### src/hw/rtl/lfr_pkg.sv
`timescale 1ns / 1ps
// ----------------------------------------------------------------------------
// lfr_pkg
// Shared codes, widths and helpers for the line find and replace block.
// ----------------------------------------------------------------------------
package lfr_pkg;

    localparam int FIELD_LEN_W = 9;
    localparam int CFG_DATA_W  = 64;
    localparam int CFG_IDX_W   = 3;

    typedef logic [1:0] t_action;
    typedef logic [1:0] t_status;

    localparam t_action ACT_LOAD  = 2'd0;
    localparam t_action ACT_SUBST = 2'd1;
    localparam t_action ACT_READ  = 2'd2;

    localparam t_status ST_OK       = 2'd0;
    localparam t_status ST_REPLACED = 2'd1;
    localparam t_status ST_OVERFLOW = 2'd2;
    localparam t_status ST_RANGE    = 2'd3;

    localparam logic [CFG_IDX_W-1:0] REG_OLD_LO  = 3'd0;
    localparam logic [CFG_IDX_W-1:0] REG_OLD_HI  = 3'd1;
    localparam logic [CFG_IDX_W-1:0] REG_OLD_LEN = 3'd2;
    localparam logic [CFG_IDX_W-1:0] REG_NEW_LO  = 3'd3;
    localparam logic [CFG_IDX_W-1:0] REG_NEW_HI  = 3'd4;
    localparam logic [CFG_IDX_W-1:0] REG_NEW_LEN = 3'd5;
    localparam logic [CFG_IDX_W-1:0] REG_MAX_LEN = 3'd6;

    // Byte k of a sixteen-byte word, byte 0 in the low bits.
    function automatic logic [7:0] word_byte(input logic [127:0] w, input logic [3:0] k);
        word_byte = w[{k, 3'b000} +: 8];
    endfunction

endpackage

### src/hw/rtl/line_find_replace_first.sv
`timescale 1ns / 1ps
// ----------------------------------------------------------------------------
// line_find_replace_first
// A line of bytes in a RAM with load, read and first-match substitute.
// ----------------------------------------------------------------------------
//
//  channel  direction  handshake                 payload
//  in       to block   i_in_valid / o_in_stall   action, position, byte_in
//  out      from block o_out_valid / i_out_stall status, next_position,
//                                                line_length, byte_out
//  cfg      to block   i_cfg_we                  i_cfg_index, i_cfg_data
//
// One item is worked on at a time. A load goes from idle straight to the done
// state and a read passes through the read-wait state. A substitute reads and
// compares each byte of the search in turn (at most LINE_BYTES * WORD_BYTES
// compares), then moves each tail byte with a read and a write and writes the
// new-word bytes, all through the single RAM read and write port. Reset clears
// the line length and the output valid flag and sets the configuration registers
// to their defaults; the RAM is left as is. The result sits in an output register,
// so a stall on the output only holds the block once the next result is ready and the register is still full.
module line_find_replace_first #(
    parameter int LINE_BYTES = 256,
    parameter int WORD_BYTES = 16
) (
    input  logic                           i_clk,
    input  logic                           i_rst_n,
    input  logic                           i_in_valid,
    output logic                           o_in_stall,
    input  lfr_pkg::t_action               i_action,
    input  logic [7:0]                     i_position,
    input  logic [7:0]                     i_byte_in,
    output logic                           o_out_valid,
    input  logic                           i_out_stall,
    output lfr_pkg::t_status               o_status,
    output logic [8:0]                     o_next_position,
    output logic [8:0]                     o_line_length,
    output logic [7:0]                     o_byte_out,
    input  logic                           i_cfg_we,
    input  logic [lfr_pkg::CFG_IDX_W-1:0]  i_cfg_index,
    input  logic [lfr_pkg::CFG_DATA_W-1:0] i_cfg_data
);

    localparam int AW = $clog2(LINE_BYTES);
    // Wide enough for any index plus a word length and for the 9-bit fields.
    localparam int CW = (AW + 2 > 10) ? AW + 2 : 10;
    localparam int KW = $clog2(WORD_BYTES + 1);

    localparam logic [3:0] S_IDLE = 4'd0;
    localparam logic [3:0] S_SRD  = 4'd1;
    localparam logic [3:0] S_SCMP = 4'd2;
    localparam logic [3:0] S_MRD  = 4'd3;
    localparam logic [3:0] S_MWR  = 4'd4;
    localparam logic [3:0] S_NWR  = 4'd5;
    localparam logic [3:0] S_RDW  = 4'd6;
    localparam logic [3:0] S_DONE = 4'd7;

    // Configuration registers.
    logic [127:0] r_old_word, r_new_word;
    logic [4:0]   r_old_len, r_new_len;
    logic [8:0]   r_max_len;

    logic [3:0]      r_state, n_state;
    logic [8:0]      r_len, n_len;
    logic [CW-1:0]   r_i, n_i;
    logic [KW-1:0]   r_k, n_k;
    logic [CW-1:0]   r_at, n_at;
    logic [CW-1:0]   r_src, n_src;
    logic [CW-1:0]   r_dst, n_dst;
    logic [CW-1:0]   r_cnt, n_cnt;
    logic [CW-1:0]   r_newlen, n_newlen;
    logic            r_back, n_back;
    lfr_pkg::t_status r_res_status, n_res_status;
    logic [8:0]      r_res_next, n_res_next;
    logic [7:0]      r_res_byte, n_res_byte;
    logic            r_out_valid, n_out_valid;
    lfr_pkg::t_status r_out_status, n_out_status;
    logic [8:0]      r_out_next, n_out_next;
    logic [8:0]      r_out_len, n_out_len;
    logic [7:0]      r_out_byte, n_out_byte;

    logic            ram_we;
    logic [AW-1:0]   ram_waddr, ram_raddr;
    logic [7:0]      ram_wdata, ram_rdata;

    logic [KW-1:0]   ol, nl;
    logic [CW-1:0]   ol_w, nl_w, len_w, pos_w, found_len, tail;
    logic            out_free;

    lfr_ram #(.WIDTH(8), .DEPTH(LINE_BYTES)) u_line (
        .i_clk   (i_clk),
        .i_we    (ram_we),
        .i_waddr (ram_waddr),
        .i_wdata (ram_wdata),
        .i_raddr (ram_raddr),
        .o_rdata (ram_rdata)
    );

    // Word lengths above the word capacity saturate.
    assign ol   = (r_old_len > WORD_BYTES) ? KW'(WORD_BYTES) : KW'(r_old_len);
    assign nl   = (r_new_len > WORD_BYTES) ? KW'(WORD_BYTES) : KW'(r_new_len);
    assign ol_w  = CW'(ol);
    assign nl_w  = CW'(nl);
    assign len_w = CW'(r_len);
    assign pos_w = CW'(i_position);
    assign found_len = len_w - ol_w + nl_w;
    assign tail      = len_w - r_i - ol_w;
    assign out_free  = !r_out_valid || !i_out_stall;

    assign o_in_stall      = (r_state != S_IDLE);
    assign o_out_valid     = r_out_valid;
    assign o_status        = r_out_status;
    assign o_next_position = r_out_next;
    assign o_line_length   = r_out_len;
    assign o_byte_out      = r_out_byte;

    always_comb begin
        n_state      = r_state;
        n_len        = r_len;
        n_i          = r_i;
        n_k          = r_k;
        n_at         = r_at;
        n_src        = r_src;
        n_dst        = r_dst;
        n_cnt        = r_cnt;
        n_newlen     = r_newlen;
        n_back       = r_back;
        n_res_status = r_res_status;
        n_res_next   = r_res_next;
        n_res_byte   = r_res_byte;
        n_out_valid  = r_out_valid && i_out_stall;
        n_out_status = r_out_status;
        n_out_next   = r_out_next;
        n_out_len    = r_out_len;
        n_out_byte   = r_out_byte;
        ram_we       = 1'b0;
        ram_waddr    = AW'(pos_w);
        ram_wdata    = i_byte_in;
        ram_raddr    = AW'(pos_w);

        unique case (r_state)
            S_IDLE: begin
                if (i_in_valid) begin
                    n_res_status = lfr_pkg::ST_OK;
                    n_res_next   = 9'd0;
                    n_res_byte   = 8'd0;
                    n_state      = S_DONE;
                    unique case (i_action)
                        lfr_pkg::ACT_LOAD: begin
                            if (pos_w < CW'(LINE_BYTES)) begin
                                ram_we = 1'b1;
                                n_len  = 9'(pos_w + CW'(1));
                            end else begin
                                n_res_status = lfr_pkg::ST_RANGE;
                            end
                        end
                        lfr_pkg::ACT_SUBST: begin
                            n_res_next = 9'(pos_w);
                            if (pos_w > len_w) begin
                                n_res_status = lfr_pkg::ST_RANGE;
                            end else begin
                                n_i     = pos_w;
                                n_k     = '0;
                                n_state = S_SRD;
                            end
                        end
                        lfr_pkg::ACT_READ: begin
                            if (pos_w < len_w && pos_w < CW'(LINE_BYTES)) begin
                                n_state = S_RDW;
                            end else begin
                                n_res_status = lfr_pkg::ST_RANGE;
                            end
                        end
                        default: begin
                            n_res_status = lfr_pkg::ST_RANGE;
                        end
                    endcase
                end
            end
            S_SRD: begin
                ram_raddr = AW'(r_i + CW'(r_k));
                if (r_i + ol_w > len_w) begin
                    n_state = S_DONE;
                end else if (r_k == ol) begin
                    // Match at r_i: check the length before touching the line.
                    n_at     = r_i;
                    n_newlen = found_len;
                    n_cnt    = tail;
                    if (found_len >= CW'(r_max_len) || found_len > CW'(LINE_BYTES)) begin
                        n_res_status = lfr_pkg::ST_OVERFLOW;
                        n_state      = S_DONE;
                    end else if (nl > ol) begin
                        // Growing: move the tail from its end downward.
                        n_back  = 1'b1;
                        n_src   = len_w - CW'(1);
                        n_dst   = found_len - CW'(1);
                        n_state = S_MRD;
                    end else begin
                        n_back  = 1'b0;
                        n_src   = r_i + ol_w;
                        n_dst   = r_i + nl_w;
                        n_state = S_MRD;
                    end
                end else begin
                    n_state = S_SCMP;
                end
            end
            S_SCMP: begin
                if (ram_rdata == lfr_pkg::word_byte(r_old_word, 4'(r_k))) begin
                    n_k = r_k + KW'(1);
                end else begin
                    n_i = r_i + CW'(1);
                    n_k = '0;
                end
                n_state = S_SRD;
            end
            S_MRD: begin
                ram_raddr = AW'(r_src);
                if (r_cnt == '0) begin
                    n_k     = '0;
                    n_state = S_NWR;
                end else begin
                    n_state = S_MWR;
                end
            end
            S_MWR: begin
                ram_we    = 1'b1;
                ram_waddr = AW'(r_dst);
                ram_wdata = ram_rdata;
                n_cnt     = r_cnt - CW'(1);
                n_src     = r_back ? r_src - CW'(1) : r_src + CW'(1);
                n_dst     = r_back ? r_dst - CW'(1) : r_dst + CW'(1);
                n_state   = S_MRD;
            end
            S_NWR: begin
                ram_waddr = AW'(r_at + CW'(r_k));
                ram_wdata = lfr_pkg::word_byte(r_new_word, 4'(r_k));
                if (r_k == nl) begin
                    n_len        = 9'(r_newlen);
                    n_res_next   = 9'(r_at + nl_w);
                    n_res_status = lfr_pkg::ST_REPLACED;
                    n_state      = S_DONE;
                end else begin
                    ram_we = 1'b1;
                    n_k    = r_k + KW'(1);
                end
            end
            S_RDW: begin
                n_res_byte = ram_rdata;
                n_state    = S_DONE;
            end
            S_DONE: begin
                if (out_free) begin
                    n_out_valid  = 1'b1;
                    n_out_status = r_res_status;
                    n_out_next   = r_res_next;
                    n_out_len    = r_len;
                    n_out_byte   = r_res_byte;
                    n_state      = S_IDLE;
                end
            end
            default: begin
                n_state = S_IDLE;
            end
        endcase
    end

    always_ff @(posedge i_clk) begin
        if (!i_rst_n) begin
            r_state     <= S_IDLE;
            r_len       <= '0;
            r_out_valid <= 1'b0;
            r_old_word  <= '0;
            r_new_word  <= '0;
            r_old_len   <= 5'd1;
            r_new_len   <= 5'd0;
            r_max_len   <= 9'd256;
        end else begin
            r_state     <= n_state;
            r_len       <= n_len;
            r_out_valid <= n_out_valid;
            if (i_cfg_we) begin
                unique case (i_cfg_index)
                    lfr_pkg::REG_OLD_LO:  r_old_word[63:0]   <= i_cfg_data;
                    lfr_pkg::REG_OLD_HI:  r_old_word[127:64] <= i_cfg_data;
                    lfr_pkg::REG_OLD_LEN: r_old_len          <= i_cfg_data[4:0];
                    lfr_pkg::REG_NEW_LO:  r_new_word[63:0]   <= i_cfg_data;
                    lfr_pkg::REG_NEW_HI:  r_new_word[127:64] <= i_cfg_data;
                    lfr_pkg::REG_NEW_LEN: r_new_len          <= i_cfg_data[4:0];
                    lfr_pkg::REG_MAX_LEN: r_max_len          <= i_cfg_data[8:0];
                    default: begin
                    end
                endcase
            end
        end
    end

    always_ff @(posedge i_clk) begin
        r_i          <= n_i;
        r_k          <= n_k;
        r_at         <= n_at;
        r_src        <= n_src;
        r_dst        <= n_dst;
        r_cnt        <= n_cnt;
        r_newlen     <= n_newlen;
        r_back       <= n_back;
        r_res_status <= n_res_status;
        r_res_next   <= n_res_next;
        r_res_byte   <= n_res_byte;
        r_out_status <= n_out_status;
        r_out_next   <= n_out_next;
        r_out_len    <= n_out_len;
        r_out_byte   <= n_out_byte;
    end

endmodule

### src/hw/rtl/lfr_ram.sv
`timescale 1ns / 1ps
// ----------------------------------------------------------------------------
// lfr_ram
// Generic single-write, single-read RAM with a registered read port.
// ----------------------------------------------------------------------------
module lfr_ram #(
    parameter int WIDTH = 8,
    parameter int DEPTH = 256
) (
    input  logic                     i_clk,
    input  logic                     i_we,
    input  logic [$clog2(DEPTH)-1:0] i_waddr,
    input  logic [WIDTH-1:0]         i_wdata,
    input  logic [$clog2(DEPTH)-1:0] i_raddr,
    output logic [WIDTH-1:0]         o_rdata
);

    logic [WIDTH-1:0] r_mem [DEPTH];

    always_ff @(posedge i_clk) begin
        if (i_we) begin
            r_mem[i_waddr] <= i_wdata;
        end
        o_rdata <= r_mem[i_raddr];
    end

endmodule

### config.mk
export PLATFORM = sky130hd
export DESIGN_NAME = line_find_replace_first
export DESIGN_NICKNAME = d
export VERILOG_FILES = /design/src/hw/rtl/lfr_pkg.sv /design/src/hw/rtl/line_find_replace_first.sv /design/src/hw/rtl/lfr_ram.sv
export SDC_FILE = /design/constraint.sdc
export NUM_CORES = 2
export LEC_CHECK = 0
export ABC_AREA = 1
export BUFFER_PORTS_ARGS = -buffer_cell sky130_fd_sc_hd__buf_2
export CAP_MARGIN = 10
export CORE_MARGIN = 2
export CORE_UTILIZATION = 50
export DETAILED_ROUTE_END_ITERATION = 7
export PLACE_DENSITY_LB_ADDON = 0.05
export SYNTH_ARGS = -nofsm -noshare
export SYNTH_HDL_FRONTEND = slang
export SYNTH_SLANG_ARGS = --single-unit
### constraint.sdc
create_clock -name i_clk -period 12.7 [get_ports i_clk]
set_input_delay 0.635 -clock i_clk [delete_from_list [all_inputs] [get_ports i_clk]]
set_output_delay 0.635 -clock i_clk [all_outputs]
set_load 0.005 [all_outputs]
==> results.json <==
{
  "outcome": "finished clean",
  "area_growth_pct": 10.4,
  "dieHeight_um": 480,
  "tns_ns": 0,
  "fmax_mhz": 171,
  "maxCapViolCount": 0,
  "root_buffer": "clkbuf_16",
  "slew_viol_final": 0,
  "drtIter0Drc": 9906,
  "grt_pass1_vias": 80100,
  "yosys.area_share.simple": 0.208,
  "port_buffers": 119,
  "max-slew-margin-rel": 0.0831,
  "final_common_cell": "edfxtp_1",
  "netlist_instances": 11600,
  "path_class": "flop to flop",
  "cts.htree.levels": 5,
  "clk_latency_ns": 0.93,
  "final_cell_mix": "2155 x edfxtp_1, 1910 x inv_1, 1753 x nand3_1",
  "endpoint_kind": "flop",
  "final_nets": 11700,
  "dpl.cell_count": 14100,
  "seqCellArea_um2": 70600,
  "yosys_warnings": 0,
  "cts_tree": "built",
  "synth-seq-area-share": 0.625,
  "arrival_ns": 6.62,
  "multiInputGateArea_um2": 31900,
  "cts_buffer_depth": 4,
  "gr-total-overflow": 0,
  "initial_utilization": 0.503,
  "wl_mm": 355,
  "grt_start_max_net_pins": 209,
  "cts_sinks": 2451,
  "ant_nets": 0,
  "synth_top_family_by_area": "simple AND/OR/NAND/NOR gates",
  "path_clk_slew_ns": 0.06,
  "timing.final.crit_share": 0.459,
  "antenna_found_initial": 19,
  "drc": 0,
  "hold_class": "input port to flop",
  "cts_resized": 0,
  "ios": 120,
  "ys.flop_type": "edfxtp_1",
  "ys_ff_latch": 2451,
  "setup_viol_count_final": 0,
  "drive_gt1_frac": 0.0648,
  "drt_pass1_iterations": 6,
  "p_leak_nw": 50.9,
  "dp_hpwl_mm": 202,
  "cts_inserted_buffers": 288,
  "synth-xor-area-share": 0.00480,
  "ys_types": 50,
  "tightest_slew_ns": 1.38,
  "layout_min_cycle_time_ns": 5.83,
  "fillers": 19800,
  "rsz0062_at_grt": "false",
  "p_per_area_nw_per_um2": 219,
  "syn_area_um2": 113000,
  "async_flop_share": 0,
  "routed_via_density": 5.80,
  "core-area_um2": 225000,
  "syn_area_per_cell_um2": 9.75,
  "grt_pass1_wl_mm": 525,
  "row_count": 174,
  "die_area_um2": 230000,
  "startpoint_type": "flop",
  "synth_fa_ha_area_frac": 0.0150,
  "synth-edff-count": 2155,
  "fin_cells": 14600,
  "die_x_um": 480,
  "gp_congestion": 0.908,
  "post_cts_buffers": 0,
  "wl_per_cell_um": 24.2,
  "synth_mux_area_frac": 0.000177,
  "finalClockSkew_ns": 0.0535,
  "synth-compound-area-share": 0.0531,
  "cts_hold_buf": 42,
  "num_vias": 84900,
  "syn_nets": 11800,
  "ir_drop_mv": 0.285,
  "hold_violations": 0,
  "gr-usage-all-layers": 0.302,
  "critical_path_required_ns": 13.48,
  "path_max_fanout": 104
}
==> path summary, 6_finish.rpt <==
kind / slack [ns] / end / startpoint / cells after the start
worst min register to register: 0.42 / o_next_position[3] / r_res_next[3] / 0
worst max register to register: 6.87 / u_line.o_rdata[4] / r_state[2] / 16
worst max-delay path: 6.87 / u_line.o_rdata[4] / r_state[2] / 16
worst min-delay path: 0.05 / r_old_word[50] / i_cfg_data[50] / 3
==> synth_stat cells, drive strengths merged, types with 3 or more instances <==
cell type	number	area share
nand3b	6	0.00040
nor2	967	0.032
o21ai	741	0.033
nand2	1585	0.053
dfxtp	296	0.052
a22oi	5	0.00038
ha	107	0.012
a31oi	11	0.00061
o211ai	139	0.0093
nor3	115	0.0051
o221ai	3	0.00029
a211oi	6	0.00040
inv	1928	0.064
buf	372	0.016
xor2	48	0.0037
or2	9	0.00050
edfxtp	2155	0.57
a21o	3	0.00020
a21oi	105	0.0046
fa	18	0.0032
o22ai	66	0.0037
o31ai	3	0.00020
clkbuf	418	0.014
nand3	1764	0.078
clkinv	7	0.00023
nand4	686	0.038
xnor2	14	0.0011
==> where the power goes <==
| part | internal (mW) | switching (mW) | total [mW] |
|---|---|---|---|
| sequential | 9.66 | 0.210 | 9.87 |
| combinational | 2.38 | 7.27 | 9.66 |
| clock | 4.54 | 3.21 | 7.75 |
==> area by class of cell <==
class	instances	share of cell area
flip-flops and latches	2451	0.566
multi-input cells	6414	0.256
clock buffers	375	0.0622
inverters	1935	0.0583
well taps	2992	0.0300
repair buffers	359	0.0213
clock inverters	108	0.00668
diodes	7	0.000140
==> registers in the layout, summed over array words and instances, names as in the netlist, 8 cells and up <==
register and cells:
r_newlen 9, r_i 10, r_res_next 9, r_res_byte 8, r_dst 8, r_cnt 10
r_len 9, o_next_position 9, r_old_word 128, r_at 9, u_line.r_mem 2048, r_new_word 128
r_src 8, u_line.o_rdata 8, r_max_len 9, o_line_length 9, o_byte_out 8
==> cell families after synthesis <==
family | after synthesis
simple gates | 5135
buf+inv | 2725
flops | 2451
compound gates | 1090
fa+ha+maj | 125
xor+xnor | 62
mux | 2
==> through the flow <==
step	utilization	worst slack (ns)	hold slack [ns]	area, um^2	power (mW)
4_1_cts	0.554	7.01	0.00269	125000	27.3
3_5_place_dp	0.514	6.99	0.406	116000	19.6
2_1_floorplan	-	3.07	0.400	113000	16.3
6_report	0.555	6.87	0.0511	125000	27.3
3_3_place_gp	0.514	6.95	0.408	116000	19.5
5_1_grt	0.555	6.53	0.0233	125000	28.5
==> per-layer routing <==
metal,vias to the layer above,GRT usage,share of wire
li1,39000,-,-
met1,41400,0.425,0.42
met2,3865,0.476,0.46
met3,655,0.0450,0.082
met4,4,0.114,0.038
met5,-,0,0.000076
==> worst max-delay path: stages (launching register included) <==
cell	delay (ns)
dfxtp_1	0.47
inv_4	0.14
nand2_2	0.22
nand2_8	0.32
nand3_4	0.75
buf_4	0.71
buf_4	0.80
buf_4	0.91
nand2_1	0.12
nand3_1	0.12
nand3_1	0.09
nand3_1	0.16
nand3_1	0.10
nand3_1	0.28
nand3_1	0.12
nand3_1	0.09
nand2_1	0.07
No activity file was read; power rests on OpenSTA's default activity.
